$ cat src/mesh_unit_cube_normalizer_core_defines.svh
// Assertion macros shared by the unit cube normaliser RTL.
// Expects signals named clock and reset in the scope of each use.
`ifndef MESH_UNIT_CUBE_NORMALIZER_CORE_DEFINES_SVH
`define MESH_UNIT_CUBE_NORMALIZER_CORE_DEFINES_SVH

// Same-cycle implication, disabled during reset
`define MUCN_ASSERT_IMP(lbl, ante, cons) \
   lbl: assert property (@(posedge clock) disable iff (reset) (ante) |-> (cons)) \
      else $error("mucn: same-cycle check failed");

// Next-cycle implication, disabled during reset
`define MUCN_ASSERT_NEXT(lbl, ante, cons) \
   lbl: assert property (@(posedge clock) disable iff (reset) (ante) |=> (cons)) \
      else $error("mucn: next-cycle check failed");

`endif

$ cat src/mucn_pkg.sv
// Types, widths and codes for the unit cube normaliser.
// No dependencies; used by the interfaces, the divider and the top level.
`default_nettype none

package mucn_pkg;

   localparam int KIND_W  = 2;
   localparam int COORD_W = 32;
   localparam int NRM_W   = 16;
   localparam int OUT_W   = 32;
   localparam int SUM_W   = COORD_W + 1;   // low + high, exact
   localparam int EXT_W   = COORD_W + 1;   // box extent
   localparam int MAG_W   = COORD_W + 2;   // |2*pos - (low + high)| and 2*extent
   localparam int DIFF_W  = COORD_W + 3;   // signed 2*pos - (low + high)
   localparam int QUOT_W  = OUT_W + 1;     // quotient bits produced per axis

   localparam logic [KIND_W-1:0] KIND_WIDEN = 2'd0;
   localparam logic [KIND_W-1:0] KIND_NORM  = 2'd1;
   localparam logic [KIND_W-1:0] KIND_CLEAR = 2'd2;

   typedef logic signed [COORD_W-1:0] coord_type;
   typedef logic signed [NRM_W-1:0]   nrm_type;

   localparam coord_type COORD_MAX = 32'sh7FFF_FFFF;
   localparam coord_type COORD_MIN = 32'sh8000_0000;

   // Saturation limits on the quotient magnitude
   localparam logic [QUOT_W-1:0] SAT_POS = 33'h0_7FFF_FFFF;
   localparam logic [QUOT_W-1:0] SAT_NEG = 33'h0_8000_0000;

   typedef struct packed {
      logic             start;
      logic [MAG_W-1:0] dividend;
      logic [MAG_W-1:0] divisor;
   } div_ctrl_type;

   typedef struct packed {
      logic              busy;
      logic              done;
      logic              ovf;
      logic [QUOT_W-1:0] quot;
   } div_stat_type;

endpackage

`default_nettype wire

$ cat src/mucn_req_if.sv
// Request channel of the unit cube normaliser: valid/ready plus vertex payload.
// Depends on mucn_pkg.
`default_nettype none

interface mucn_req_if;
   import mucn_pkg::*;

   logic                valid;
   logic                ready;
   logic [KIND_W-1:0]   kind;
   coord_type           pos_x;
   coord_type           pos_y;
   coord_type           pos_z;
   nrm_type             facet_nx;
   nrm_type             facet_ny;
   nrm_type             facet_nz;

   modport source (output valid, kind, pos_x, pos_y, pos_z, facet_nx, facet_ny, facet_nz,
                   input ready);
   modport sink   (input valid, kind, pos_x, pos_y, pos_z, facet_nx, facet_ny, facet_nz,
                   output ready);
endinterface

`default_nettype wire

$ cat src/mucn_rsp_if.sv
// Response channel of the unit cube normaliser: valid/ready plus result payload.
// Depends on mucn_pkg.
`default_nettype none

interface mucn_rsp_if;
   import mucn_pkg::*;

   logic                   valid;
   logic                   ready;
   logic signed [OUT_W-1:0] norm_x;
   logic signed [OUT_W-1:0] norm_y;
   logic signed [OUT_W-1:0] norm_z;
   nrm_type                out_nx;
   nrm_type                out_ny;
   nrm_type                out_nz;
   logic                   degenerate;

   modport source (output valid, norm_x, norm_y, norm_z, out_nx, out_ny, out_nz, degenerate,
                   input ready);
   modport sink   (input valid, norm_x, norm_y, norm_z, out_nx, out_ny, out_nz, degenerate,
                   output ready);
endinterface

`default_nettype wire

$ cat src/mucn_div.sv
// Restoring divider, one quotient bit per cycle: floor(dividend * 2^F / divisor).
// Flags quotients of 2^QUOT_W or more. Depends on mucn_pkg.
`default_nettype none

module mucn_div #(
   parameter int OUT_FRAC_BITS = 30
) (
   input  wire logic                   clock,
   input  wire logic                   reset,
   input  wire mucn_pkg::div_ctrl_type ctrl,
   output      mucn_pkg::div_stat_type stat
);
   import mucn_pkg::*;

   localparam int NUM_W = MAG_W + OUT_FRAC_BITS;
   localparam int CNT_W = $clog2(QUOT_W);
   localparam logic [CNT_W-1:0] LAST_STEP = CNT_W'(QUOT_W - 1);

   logic [NUM_W-1:0]  num_full;
   logic [MAG_W-1:0]  rem_init;
   logic [MAG_W+1:0]  trial;
   logic              trial_ge;

   logic [MAG_W-1:0]  rem_ff, rem_in;
   logic [MAG_W-1:0]  dsr_ff, dsr_in;
   logic [QUOT_W-1:0] feed_ff, feed_in;
   logic [QUOT_W-1:0] quot_ff, quot_in;
   logic              ovf_ff, ovf_in;
   logic [CNT_W-1:0]  cnt_ff, cnt_in;
   logic              busy_ff, busy_in;
   logic              done_ff, done_in;

   // Scaled numerator; the top bits seed the remainder, the rest feed in serially
   assign num_full = {ctrl.dividend, OUT_FRAC_BITS'(0)};
   assign rem_init = MAG_W'(num_full[NUM_W-1:QUOT_W]);

   // Shared trial subtract
   assign trial    = {1'b0, rem_ff, feed_ff[QUOT_W-1]} - {2'b00, dsr_ff};
   assign trial_ge = ~trial[MAG_W+1];

   // Sequencing of one division
   always_comb begin
      rem_in  = rem_ff;
      dsr_in  = dsr_ff;
      feed_in = feed_ff;
      quot_in = quot_ff;
      ovf_in  = ovf_ff;
      cnt_in  = cnt_ff;
      busy_in = busy_ff;
      done_in = 1'b0;
      if (ctrl.start) begin
         rem_in  = rem_init;
         dsr_in  = ctrl.divisor;
         feed_in = num_full[QUOT_W-1:0];
         quot_in = '0;
         ovf_in  = (rem_init >= ctrl.divisor);
         cnt_in  = '0;
         busy_in = 1'b1;
      end else if (busy_ff) begin
         if (trial_ge) begin
            rem_in = trial[MAG_W-1:0];
         end else begin
            rem_in = {rem_ff[MAG_W-2:0], feed_ff[QUOT_W-1]};
         end
         quot_in = {quot_ff[QUOT_W-2:0], trial_ge};
         feed_in = {feed_ff[QUOT_W-2:0], 1'b0};
         cnt_in  = cnt_ff + 1'b1;
         if (cnt_ff == LAST_STEP) begin
            busy_in = 1'b0;
            done_in = 1'b1;
         end
      end
   end

   // Control registers
   always_ff @(posedge clock) begin
      if (reset) begin
         busy_ff <= 1'b0;
         done_ff <= 1'b0;
         cnt_ff  <= '0;
      end else begin
         busy_ff <= busy_in;
         done_ff <= done_in;
         cnt_ff  <= cnt_in;
      end
   end

   // Datapath registers
   always_ff @(posedge clock) begin
      rem_ff  <= rem_in;
      dsr_ff  <= dsr_in;
      feed_ff <= feed_in;
      quot_ff <= quot_in;
      ovf_ff  <= ovf_in;
   end

   assign stat.busy = busy_ff;
   assign stat.done = done_ff;
   assign stat.ovf  = ovf_ff;
   assign stat.quot = quot_ff;

endmodule

`default_nettype wire

$ cat src/mesh_unit_cube_normalizer_core.sv
// Mesh unit cube normaliser: bounding box tracking and centre/scale normalisation.
// Two passes over a mesh: widen requests build the box, normalise requests map a
// vertex into Q1.OUT_FRAC_BITS. Clock is clock, reset is synchronous active high.
// req_chan (sink): one request per valid & ready. kind 0 widens the box and kind 2
// clears it, both in the accepting cycle with no response; kind 3 is ignored.
// kind 1 produces one response on rsp_chan (source) with the centred, scaled
// position, the facet normal copied through and a degenerate flag (empty box or
// zero extent, positions zero).
// A kind 1 request first scans the extent over the three axes, then per axis runs centre
// sum, difference, divider start, 33 quotient bits and capture on the single shared
// divider, then moves the result into the output register; a degenerate box skips the
// divider. ready is low during that work, so no new request is taken until it ends;
// widen and clear requests go at one per cycle while the core is idle.
// The output register lets the next request be taken while a response waits; if
// the receiver stalls, a finished normalisation holds in its last state until the
// output register frees up. Reset empties the box and drops any pending response.
`default_nettype none
`include "mesh_unit_cube_normalizer_core_defines.svh"

module mesh_unit_cube_normalizer_core #(
   parameter int OUT_FRAC_BITS = 30
) (
   input  wire logic   clock,
   input  wire logic   reset,
   mucn_req_if.sink    req_chan,
   mucn_rsp_if.source  rsp_chan
);
   import mucn_pkg::*;

   localparam logic [2:0] ST_IDLE  = 3'd0;
   localparam logic [2:0] ST_EXT   = 3'd1;
   localparam logic [2:0] ST_SUM   = 3'd2;
   localparam logic [2:0] ST_DIFF  = 3'd3;
   localparam logic [2:0] ST_START = 3'd4;
   localparam logic [2:0] ST_DIV   = 3'd5;
   localparam logic [2:0] ST_OUT   = 3'd6;

   localparam logic [1:0] LAST_AXIS = 2'd2;

   // Control
   logic [2:0] state_ff, state_in;
   logic [1:0] axis_ff, axis_in;
   logic       rsp_valid_ff, rsp_valid_in;

   // Box
   coord_type  low_ff [3];
   coord_type  low_in [3];
   coord_type  high_ff [3];
   coord_type  high_in [3];

   // Work registers
   coord_type          pos_ff [3];
   coord_type          pos_in [3];
   nrm_type            nrm_ff [3];
   nrm_type            nrm_in [3];
   logic [EXT_W-1:0]   ext_ff, ext_in;
   logic               empty_ff, empty_in;
   logic [SUM_W-1:0]   sum_ff, sum_in;
   logic [MAG_W-1:0]   mag_ff, mag_in;
   logic               neg_ff, neg_in;
   logic [OUT_W-1:0]   res_ff [3];
   logic [OUT_W-1:0]   res_in [3];
   logic               degen_ff, degen_in;

   // Output register
   logic [OUT_W-1:0]   out_norm_ff [3];
   logic [OUT_W-1:0]   out_norm_in [3];
   nrm_type            out_nrm_ff [3];
   nrm_type            out_nrm_in [3];
   logic               out_degen_ff, out_degen_in;

   // Datapath nets
   logic               req_take;
   logic [EXT_W-1:0]   span;
   logic               span_neg;
   logic [EXT_W-1:0]   ext_next;
   logic               empty_next;
   logic [DIFF_W-1:0]  two_pos;
   logic [DIFF_W-1:0]  sum_ext;
   logic [DIFF_W-1:0]  pos_minus;
   logic [DIFF_W-1:0]  sum_minus;
   logic [QUOT_W-1:0]  lim;
   logic               sat;
   logic [QUOT_W-1:0]  q_sel;
   logic [OUT_W-1:0]   q_signed;
   logic               out_free;
   logic               degen_norm_zero;

   div_ctrl_type       div_ctrl;
   div_stat_type       div_stat;

   mucn_div #(
      .OUT_FRAC_BITS (OUT_FRAC_BITS)
   ) u_div (
      .clock (clock),
      .reset (reset),
      .ctrl  (div_ctrl),
      .stat  (div_stat)
   );

   assign req_chan.ready = (state_ff == ST_IDLE);
   assign req_take       = req_chan.valid && req_chan.ready;
   assign out_free       = !rsp_valid_ff || rsp_chan.ready;

   // Extent scan: one axis per cycle
   assign span       = {high_ff[axis_ff][COORD_W-1], high_ff[axis_ff]}
                     - {low_ff[axis_ff][COORD_W-1], low_ff[axis_ff]};
   assign span_neg   = span[EXT_W-1];
   assign ext_next   = (!span_neg && (span > ext_ff)) ? span : ext_ff;
   assign empty_next = empty_ff || span_neg;

   // Centred difference, both signs in parallel
   assign two_pos   = {{2{pos_ff[axis_ff][COORD_W-1]}}, pos_ff[axis_ff], 1'b0};
   assign sum_ext   = {{2{sum_ff[SUM_W-1]}}, sum_ff};
   assign pos_minus = two_pos - sum_ext;
   assign sum_minus = sum_ext - two_pos;

   // Divider hookup
   assign div_ctrl.start    = (state_ff == ST_START);
   assign div_ctrl.dividend = mag_ff;
   assign div_ctrl.divisor  = {ext_ff, 1'b0};

   // Saturate and apply sign
   assign lim      = neg_ff ? SAT_NEG : SAT_POS;
   assign sat      = div_stat.ovf || (div_stat.quot > lim);
   assign q_sel    = sat ? lim : div_stat.quot;
   assign q_signed = neg_ff ? (OUT_W'(0) - q_sel[OUT_W-1:0]) : q_sel[OUT_W-1:0];

   // Sequencer
   always_comb begin
      state_in     = state_ff;
      axis_in      = axis_ff;
      ext_in       = ext_ff;
      empty_in     = empty_ff;
      sum_in       = sum_ff;
      mag_in       = mag_ff;
      neg_in       = neg_ff;
      degen_in     = degen_ff;
      rsp_valid_in = rsp_valid_ff && !rsp_chan.ready;
      out_degen_in = out_degen_ff;
      for (int i = 0; i < 3; i++) begin
         low_in[i]      = low_ff[i];
         high_in[i]     = high_ff[i];
         pos_in[i]      = pos_ff[i];
         nrm_in[i]      = nrm_ff[i];
         res_in[i]      = res_ff[i];
         out_norm_in[i] = out_norm_ff[i];
         out_nrm_in[i]  = out_nrm_ff[i];
      end

      unique case (state_ff)
         ST_IDLE: begin
            if (req_take) begin
               unique case (req_chan.kind)
                  KIND_WIDEN: begin
                     if (req_chan.pos_x < low_ff[0])  low_in[0]  = req_chan.pos_x;
                     if (req_chan.pos_y < low_ff[1])  low_in[1]  = req_chan.pos_y;
                     if (req_chan.pos_z < low_ff[2])  low_in[2]  = req_chan.pos_z;
                     if (req_chan.pos_x > high_ff[0]) high_in[0] = req_chan.pos_x;
                     if (req_chan.pos_y > high_ff[1]) high_in[1] = req_chan.pos_y;
                     if (req_chan.pos_z > high_ff[2]) high_in[2] = req_chan.pos_z;
                  end
                  KIND_CLEAR: begin
                     for (int i = 0; i < 3; i++) begin
                        low_in[i]  = COORD_MAX;
                        high_in[i] = COORD_MIN;
                     end
                  end
                  KIND_NORM: begin
                     pos_in[0] = req_chan.pos_x;
                     pos_in[1] = req_chan.pos_y;
                     pos_in[2] = req_chan.pos_z;
                     nrm_in[0] = req_chan.facet_nx;
                     nrm_in[1] = req_chan.facet_ny;
                     nrm_in[2] = req_chan.facet_nz;
                     ext_in    = '0;
                     empty_in  = 1'b0;
                     axis_in   = '0;
                     state_in  = ST_EXT;
                  end
                  default: begin
                     // unused kind: no effect
                  end
               endcase
            end
         end
         ST_EXT: begin
            ext_in   = ext_next;
            empty_in = empty_next;
            if (axis_ff == LAST_AXIS) begin
               axis_in = '0;
               if (empty_next || (ext_next == '0)) begin
                  for (int i = 0; i < 3; i++) res_in[i] = '0;
                  degen_in = 1'b1;
                  state_in = ST_OUT;
               end else begin
                  degen_in = 1'b0;
                  state_in = ST_SUM;
               end
            end else begin
               axis_in = axis_ff + 2'd1;
            end
         end
         ST_SUM: begin
            sum_in   = {low_ff[axis_ff][COORD_W-1], low_ff[axis_ff]}
                     + {high_ff[axis_ff][COORD_W-1], high_ff[axis_ff]};
            state_in = ST_DIFF;
         end
         ST_DIFF: begin
            neg_in   = pos_minus[DIFF_W-1];
            mag_in   = pos_minus[DIFF_W-1] ? sum_minus[MAG_W-1:0] : pos_minus[MAG_W-1:0];
            state_in = ST_START;
         end
         ST_START: begin
            state_in = ST_DIV;
         end
         ST_DIV: begin
            if (div_stat.done) begin
               res_in[axis_ff] = q_signed;
               if (axis_ff == LAST_AXIS) begin
                  state_in = ST_OUT;
               end else begin
                  axis_in  = axis_ff + 2'd1;
                  state_in = ST_SUM;
               end
            end
         end
         ST_OUT: begin
            if (out_free) begin
               for (int i = 0; i < 3; i++) begin
                  out_norm_in[i] = res_ff[i];
                  out_nrm_in[i]  = nrm_ff[i];
               end
               out_degen_in = degen_ff;
               rsp_valid_in = 1'b1;
               state_in     = ST_IDLE;
            end
         end
         default: begin
            state_in = ST_IDLE;
         end
      endcase
   end

   // Control state and box
   always_ff @(posedge clock) begin
      if (reset) begin
         state_ff     <= ST_IDLE;
         axis_ff      <= '0;
         rsp_valid_ff <= 1'b0;
         for (int i = 0; i < 3; i++) begin
            low_ff[i]  <= COORD_MAX;
            high_ff[i] <= COORD_MIN;
         end
      end else begin
         state_ff     <= state_in;
         axis_ff      <= axis_in;
         rsp_valid_ff <= rsp_valid_in;
         for (int i = 0; i < 3; i++) begin
            low_ff[i]  <= low_in[i];
            high_ff[i] <= high_in[i];
         end
      end
   end

   // Payload registers
   always_ff @(posedge clock) begin
      ext_ff       <= ext_in;
      empty_ff     <= empty_in;
      sum_ff       <= sum_in;
      mag_ff       <= mag_in;
      neg_ff       <= neg_in;
      degen_ff     <= degen_in;
      out_degen_ff <= out_degen_in;
      for (int i = 0; i < 3; i++) begin
         pos_ff[i]      <= pos_in[i];
         nrm_ff[i]      <= nrm_in[i];
         res_ff[i]      <= res_in[i];
         out_norm_ff[i] <= out_norm_in[i];
         out_nrm_ff[i]  <= out_nrm_in[i];
      end
   end

   // Response channel
   assign rsp_chan.valid      = rsp_valid_ff;
   assign rsp_chan.norm_x     = out_norm_ff[0];
   assign rsp_chan.norm_y     = out_norm_ff[1];
   assign rsp_chan.norm_z     = out_norm_ff[2];
   assign rsp_chan.out_nx     = out_nrm_ff[0];
   assign rsp_chan.out_ny     = out_nrm_ff[1];
   assign rsp_chan.out_nz     = out_nrm_ff[2];
   assign rsp_chan.degenerate = out_degen_ff;

   // All positions zero in the output register
   assign degen_norm_zero = (out_norm_ff[0] == '0) && (out_norm_ff[1] == '0)
                         && (out_norm_ff[2] == '0);

   // Checks
   `MUCN_ASSERT_IMP(a_start_when_free, div_ctrl.start, !div_stat.busy)
   `MUCN_ASSERT_IMP(a_done_while_waiting, div_stat.done, state_ff == ST_DIV)
   `MUCN_ASSERT_IMP(a_degen_zero, rsp_valid_ff && out_degen_ff, degen_norm_zero)
   `MUCN_ASSERT_NEXT(a_norm_holds_off, req_take && (req_chan.kind == KIND_NORM), !req_chan.ready)

endmodule

`default_nettype wire

$ cat src/flat_wrapper.sv
// flat-port wrapper written by rule: the top's interface ports become plain ports
module mesh_unit_cube_normalizer_core_flat import mucn_pkg::*;
#(
   parameter int OUT_FRAC_BITS = 30
)
  (clock, reset, req_chan_valid, req_chan_kind, req_chan_pos_x, req_chan_pos_y, req_chan_pos_z, req_chan_facet_nx, req_chan_facet_ny, req_chan_facet_nz, req_chan_ready, rsp_chan_valid, rsp_chan_norm_x, rsp_chan_norm_y, rsp_chan_norm_z, rsp_chan_out_nx, rsp_chan_out_ny, rsp_chan_out_nz, rsp_chan_degenerate, rsp_chan_ready);
  mucn_req_if req_chan_i ();
  mucn_rsp_if rsp_chan_i ();
  input  wire logic clock;
  input  wire logic reset;
  input wire logic [$bits(req_chan_i.valid)-1:0] req_chan_valid;
  input wire logic [$bits(req_chan_i.kind)-1:0] req_chan_kind;
  input wire logic [$bits(req_chan_i.pos_x)-1:0] req_chan_pos_x;
  input wire logic [$bits(req_chan_i.pos_y)-1:0] req_chan_pos_y;
  input wire logic [$bits(req_chan_i.pos_z)-1:0] req_chan_pos_z;
  input wire logic [$bits(req_chan_i.facet_nx)-1:0] req_chan_facet_nx;
  input wire logic [$bits(req_chan_i.facet_ny)-1:0] req_chan_facet_ny;
  input wire logic [$bits(req_chan_i.facet_nz)-1:0] req_chan_facet_nz;
  output wire logic [$bits(req_chan_i.ready)-1:0] req_chan_ready;
  output wire logic [$bits(rsp_chan_i.valid)-1:0] rsp_chan_valid;
  output wire logic [$bits(rsp_chan_i.norm_x)-1:0] rsp_chan_norm_x;
  output wire logic [$bits(rsp_chan_i.norm_y)-1:0] rsp_chan_norm_y;
  output wire logic [$bits(rsp_chan_i.norm_z)-1:0] rsp_chan_norm_z;
  output wire logic [$bits(rsp_chan_i.out_nx)-1:0] rsp_chan_out_nx;
  output wire logic [$bits(rsp_chan_i.out_ny)-1:0] rsp_chan_out_ny;
  output wire logic [$bits(rsp_chan_i.out_nz)-1:0] rsp_chan_out_nz;
  output wire logic [$bits(rsp_chan_i.degenerate)-1:0] rsp_chan_degenerate;
  input wire logic [$bits(rsp_chan_i.ready)-1:0] rsp_chan_ready;
  assign req_chan_i.valid = req_chan_valid;
  assign req_chan_i.kind = req_chan_kind;
  assign req_chan_i.pos_x = req_chan_pos_x;
  assign req_chan_i.pos_y = req_chan_pos_y;
  assign req_chan_i.pos_z = req_chan_pos_z;
  assign req_chan_i.facet_nx = req_chan_facet_nx;
  assign req_chan_i.facet_ny = req_chan_facet_ny;
  assign req_chan_i.facet_nz = req_chan_facet_nz;
  assign req_chan_ready = req_chan_i.ready;
  assign rsp_chan_valid = rsp_chan_i.valid;
  assign rsp_chan_norm_x = rsp_chan_i.norm_x;
  assign rsp_chan_norm_y = rsp_chan_i.norm_y;
  assign rsp_chan_norm_z = rsp_chan_i.norm_z;
  assign rsp_chan_out_nx = rsp_chan_i.out_nx;
  assign rsp_chan_out_ny = rsp_chan_i.out_ny;
  assign rsp_chan_out_nz = rsp_chan_i.out_nz;
  assign rsp_chan_degenerate = rsp_chan_i.degenerate;
  assign rsp_chan_i.ready = rsp_chan_ready;
  mesh_unit_cube_normalizer_core #(.OUT_FRAC_BITS(OUT_FRAC_BITS)) u_core (.clock(clock), .reset(reset), .req_chan(req_chan_i), .rsp_chan(rsp_chan_i));
endmodule
$ cat config.mk
export PLATFORM = sky130hd
export DESIGN_NAME = mesh_unit_cube_normalizer_core_flat
export DESIGN_NICKNAME = d
export VERILOG_FILES = /design/src/mucn_pkg.sv /design/src/mucn_req_if.sv /design/src/mucn_rsp_if.sv /design/src/mucn_div.sv /design/src/mesh_unit_cube_normalizer_core.sv /design/src/flat_wrapper.sv
export VERILOG_INCLUDE_DIRS = /design/src /design/src/src
export SDC_FILE = /design/constraint.sdc
export NUM_CORES = 2
export LEC_CHECK = 0
export BUFFER_PORTS_ARGS = -buffer_cell sky130_fd_sc_hd__buf_2
export CORE_MARGIN = 2
export CORE_UTILIZATION = 56
export CTS_CLUSTER_SIZE = 10
export DETAILED_ROUTE_END_ITERATION = 8
export HOLD_SLACK_MARGIN = 0.05
export PLACE_DENSITY = 0.8
export SKIP_LAST_GASP = 1
export SLEW_MARGIN = 10
export SYNTH_ARGS = -nofsm -noshare
export SYNTH_HDL_FRONTEND = slang
export SYNTH_HIERARCHICAL = 1
export SYNTH_SLANG_ARGS = --single-unit
$ cat constraint.sdc
create_clock -name clock -period 10.45 [get_ports clock]
set_input_delay 1.045 -clock clock [delete_from_list [all_inputs] [get_ports clock]]
set_output_delay 1.045 -clock clock [all_outputs]
set_load 0.05 [all_outputs]
Word level (Yosys, flattened, before mapping)
Memories as Yosys holds them, arrays and structs flattened. A register that Yosys moved wholly into a read port is not among the register bits.
Index checks and enable logic that the tools add are counted.
{"block": "totals", "ff_bits": 222, "ramBits": 576, "input_bits": 150, "output_inout_bits": 147, "mem_count": 7}
{"memory": "u_core.high_ff", "depth": 3, "word_bits": 32, "read_ports": 4, "rd_ports_with_merged_regs": 1, "write_ports": 3, "line": "mesh_unit_cube_normalizer_core.sv:48", "source": "coord_type high_ff [3];"}
{"memory": "u_core.low_ff", "depth": 3, "word_bits": 32, "read_ports": 4, "rd_ports_with_merged_regs": 1, "write_ports": 3, "line": "mesh_unit_cube_normalizer_core.sv:46", "source": "coord_type low_ff [3];"}
{"memory": "u_core.out_norm_ff", "depth": 3, "word_bits": 32, "read_ports": 3, "rd_ports_with_merged_regs": 0, "write_ports": 3, "line": "mesh_unit_cube_normalizer_core.sv:66", "source": "logic [OUT_W-1:0] out_norm_ff [3];"}
{"memory": "u_core.pos_ff", "depth": 3, "word_bits": 32, "read_ports": 1, "rd_ports_with_merged_regs": 1, "write_ports": 3, "line": "mesh_unit_cube_normalizer_core.sv:52", "source": "coord_type pos_ff [3];"}
{"memory": "u_core.res_ff", "depth": 3, "word_bits": 32, "read_ports": 3, "rd_ports_with_merged_regs": 0, "write_ports": 3, "line": "mesh_unit_cube_normalizer_core.sv:61", "source": "logic [OUT_W-1:0] res_ff [3];"}
{"memory": "u_core.nrm_ff", "depth": 3, "word_bits": 16, "read_ports": 3, "rd_ports_with_merged_regs": 0, "write_ports": 3, "line": "mesh_unit_cube_normalizer_core.sv:54", "source": "nrm_type nrm_ff [3];"}
{"memory": "1 more memories"}
{"block": "op_classes", "n_addsub": 8, "magnitude_cmp": 11, "n_eq_ne": 19, "mux": 81, "n_bitwise": 9, "n_reduce_logical": 25}
{"operator": "$mux W96", "count": 12}
{"operator": "$pmux W96 S2", "count": 3}
{"operator": "$mux W32", "count": 16}
{"operator": "$mux W48", "count": 5}
{"operator": "$mux W33", "count": 5}
{"operator": "$bwmux W96", "count": 1}
{"operator": "$gt A32 B32 Y1", "count": 3}
{"operator": "$lt A32 B32 Y1", "count": 3}
{"operator": "$mux W34", "count": 2}
{"operator": "$sub A33 B33 Y34", "count": 2}
{"operator": "$pmux W33 S2", "count": 1}
{"operator": "$demux W32 S2", "count": 1}
{"operator": "$mux W31", "count": 2}
{"operator": "$sub A35 B34 Y36", "count": 1}
{"operator": "$ge A31 B34 Y1", "count": 1}
{"operator": "$add A32 B32 Y33", "count": 1}
{"operator": "$gt A33 B32 Y1", "count": 1}
{"operator": "$gt A33 B33 Y1", "count": 1}
{"operator": "$logic_not A33 Y1", "count": 1}
{"operator": "$sub A32 B32 Y33", "count": 1}
{"operator": "$sub A1 B32 Y32 const A", "count": 1}
{"operator": "$mux W2", "count": 11}
{"operator": "$mux W3", "count": 7}
{"operator": "$pmux W3 S7", "count": 1}
{"operator": "32 further kinds", "count": 70}

Depth between registers and ports, before layout
{"block": "logic_depth", "depth_word": 9, "ltp_mapped": 27, "depth_no_buf": 23}

Cells and area by module
The synthesis kept the hierarchy.
{"mod": "mesh_unit_cube_normalizer_core", "n_inst": 1, "cells_each": 4090, "area_per_inst_um2": 40640.2}
{"mod": "mucn_div", "n_inst": 1, "cells_each": 754, "area_per_inst_um2": 7064.3}

Least setup slack after synthesis
No wires, ideal clock.
{"block": "synth_timing", "path_type": "reg2reg", "start": "reg (tool-made name)", "end": "mem u_core.res_ff[0][0], enable pin", "arrival_time_ns": 10.995, "required_ns": 9.868, "slack_ns": -1.127, "path_stages_with_launch": 26, "path_buffers": 5, "path_cell_list": "dfxtp_1 > clkbuf_1 > clkbuf_1 > buf_1 > mux2i_1 > o21ai_0 > ha_1 > buf_6 > nor2b_1 > o31a_1 > o21a_1 > o31ai_2 > a21boi_0 > or3_1 > and2_1 > ha_1 > nand4_1 > nor4_1 > a21oi_1 > or3b_1 > clkbuf_1 > or4_1 > or4_1 > o21a_1 > or3_1 > a21oi_1"}
{"item": "to (decl)", "line": "mesh_unit_cube_normalizer_core.sv:61"}

==> flow_metrics.env <==
export IMPL_status="complete, no violations"
export IMPL_clk_pin_slew_ps=60
export IMPL_max_slew_worst_pin_slew_ps=1260
export IMPL_die_x_um=296
export IMPL_cts_root_buf="clkbuf_16"
export IMPL_drv_slew=0
export IMPL_maxSlewHeadroom_pct=15.2
export IMPL_r2r_slack_ps=2330
export IMPL_final_setup_viol_count=0
export IMPL_crit_fanout=96
export IMPL_holdBufCountCts=0
export IMPL_fin_skew_ps=41.2
export IMPL_cts_buffers=95
export IMPL_syn_inst=4843
export IMPL_grt_pass1_vias=36100
export IMPL_worstHoldStart="u_core/nrm_ff[0][23]"
export IMPL_initialDrtViolationCount=4176
export IMPL_finalWeightedCongestion=0.957
export IMPL_timing_hold_ws_ps=414
export IMPL_grt_first_pass_wirelength_um=201000
export IMPL_pin_count=297
export IMPL_power_static_leakage_nw=22.5
export IMPL_hold_path_class="reg -> reg"
export IMPL_globalRouteTotalUtil_pct=29.3
export IMPL_drive_gt1_share_pct=10.1
export IMPL_rsz0062_at_grt="false"
export IMPL_required_ps=10750
export IMPL_yosys_warnings=6
export IMPL_period_share_pct=77.7
export IMPL_worstSetupStartpointType="flip-flop"
export IMPL_layout_common_cells="edfxtp_1 (557), inv_1 (458), ha_1 (453)"
export IMPL_final_nets=5661
export IMPL_cp_end_kind="flip-flop"
export IMPL_hold_path_end="u_core/out_nrm_ff[0][23]"
export IMPL_fp_row_count=107
export IMPL_core_area_um2=84700
export IMPL_p_total_w=0.00767
export IMPL_die_h_um=296
export IMPL_cts_max_level=3
export IMPL_cts_tree="yes"
export IMPL_cellPowerDensity_nw_per_um2=145
export IMPL_rr_worst_depth=21
export IMPL_crit_type="reg -> reg"
export IMPL_io_buffers=296
export IMPL_vias_per_cell=6.01
export IMPL_antenna_found_initial=7
export IMPL_r2r_end="u_core/res_ff[0][26]"
export IMPL_cp_num_buf_inv=3
export IMPL_drc=0
export IMPL_wl_um=131000
export IMPL_critPathTopFamily="simple AND/OR/NAND/NOR gates"
export IMPL_firstDrtPassIters=7
export IMPL_fin_util_pct=62.6
export IMPL_clk_latency_ps=670
export IMPL_final_common_cell="edfxtp_1"
export IMPL_cts_resized=0
export IMPL_grt_remaining_overflow=0
export IMPL_worstHoldPathCells=0
export IMPL_vdd_drop_max_mv=0.150
export IMPL_max_freq_ghz=0.123
export IMPL_vias=37700
export IMPL_netlist_area_um2=47700
export IMPL_max_stage_delay_ps=980
export IMPL_cp_slowest_cell="dfxtp_4"
export IMPL_finalHoldViolCount=0
export IMPL_routedWlPerCell_um=20.9
export IMPL_maxCapViolCount=0
export IMPL_crit_chain="buf_4, buf_4, mux2i_1, o21ai_0, ha_1, a21oi_1, o211ai_1, a2111oi_0, nand2_1, o21ai_1, ha_1, nand4_1, nor4_1, a21oi_1, or3b_1, or4_1, or4_1, o21a_1, or3_1, a21oi_4, buf_12"
export IMPL_ant_nets=0
export IMPL_clock_path_buffers=3
export IMPL_postCtsSetupRepairBufs=0
export IMPL_areaGrowthSynthToFinish_pct=11.2
export IMPL_dp_hpwl_um=98600
export IMPL_die_area_um2=87500
export IMPL_period_needed_ps=8120
export IMPL_grt_max_degree=97
export IMPL_clock_sinks=801
export IMPL_tns_ps=0
export IMPL_initial_utilization_pct=56.3
export IMPL_crit_arrival_ps=8420
export IMPL_syn_area_per_cell_um2=9.85
==> worst reg2reg max path, cell delays in order, from the launching register on <==
cell and delay (ps):
dfxtp_4 980, buf_4 470, buf_4 480, mux2i_1 250, o21ai_0 140, ha_1 460, a21oi_1 280, o211ai_1 140
a2111oi_0 650, nand2_1 110, o21ai_1 320, ha_1 200, nand4_1 140, nor4_1 410, a21oi_1 160, or3b_1 400
or4_1 410, or4_1 480, o21a_1 230, or3_1 370, a21oi_4 190, buf_12 420
==> area by class of cell <==
class,count,area [um^2]
repair buffers,340,1820
clock inverters,18,219
multi-input cells,3351,23500
inverters,464,1740
flip-flops and latches,801,21600
well taps,1144,1430
fillers,6788,31700
clock buffers,155,2650
diodes,3,7.51
==> per-layer routing <==
metal	global-route usage (%)	routed length [um]
met1	40.3	55700
met5	0	7
met3	5.05	10800
met4	11.1	4860
met2	46.5	60100
==> power by group <==
part | leakage [nW] | switching, W | total [W] | internal (W)
sequential | 6.86 | 0.0000717 | 0.00355 | 0.00348
combinational | 14.3 | 0.000660 | 0.00105 | 0.000393
clock | 1.36 | 0.00131 | 0.00307 | 0.00176
==> worst max-delay path by stage <==
| stage | start | end | depth (start not counted) |
|---|---|---|---|
| 6_report | flip-flop | u_core/res_ff[0][26] | 21 |
| 2_1_floorplan | flip-flop | u_core/res_ff[0][0] | 25 |
| 4_1_cts | flip-flop | u_core/res_ff[0][58] | 21 |
| 3_3_place_gp | flip-flop | u_core/res_ff[0][18] | 21 |
| 5_1_grt | flip-flop | u_core/res_ff[0][61] | 21 |
| 3_5_place_dp | flip-flop | u_core/res_ff[0][52] | 21 |
==> sequential cells by signal, indices dropped and copies added (netlist names), 6 cells and up, named ones only <==
signal	cells
u_core/low_ff	96
u_core/u_div/dsr_ff	34
u_core/mag_ff	34
u_core/u_div/quot_ff	33
u_core/sum_ff	33
u_core/u_div/cnt_ff	6
u_core/ext_ff	33
u_core/u_div/rem_ff	34
u_core/pos_ff	96
u_core/res_ff	96
u_core/high_ff	96
u_core/nrm_ff	48
u_core/out_norm_ff	96
u_core/out_nrm_ff	48
==> stage by stage <==
step | worst slack [ps] | std cells | instance area [um^2]
6_report | 2330 | 6276 | 53000
4_1_cts | 2500 | 6273 | 53000
3_5_place_dp | 2490 | 6100 | 50200
5_1_grt | 1970 | 6275 | 53000
3_3_place_gp | 2630 | 6100 | 50200
2_1_floorplan | 1020 | 4844 | 47700
No activity file was read; power rests on OpenSTA's default activity.
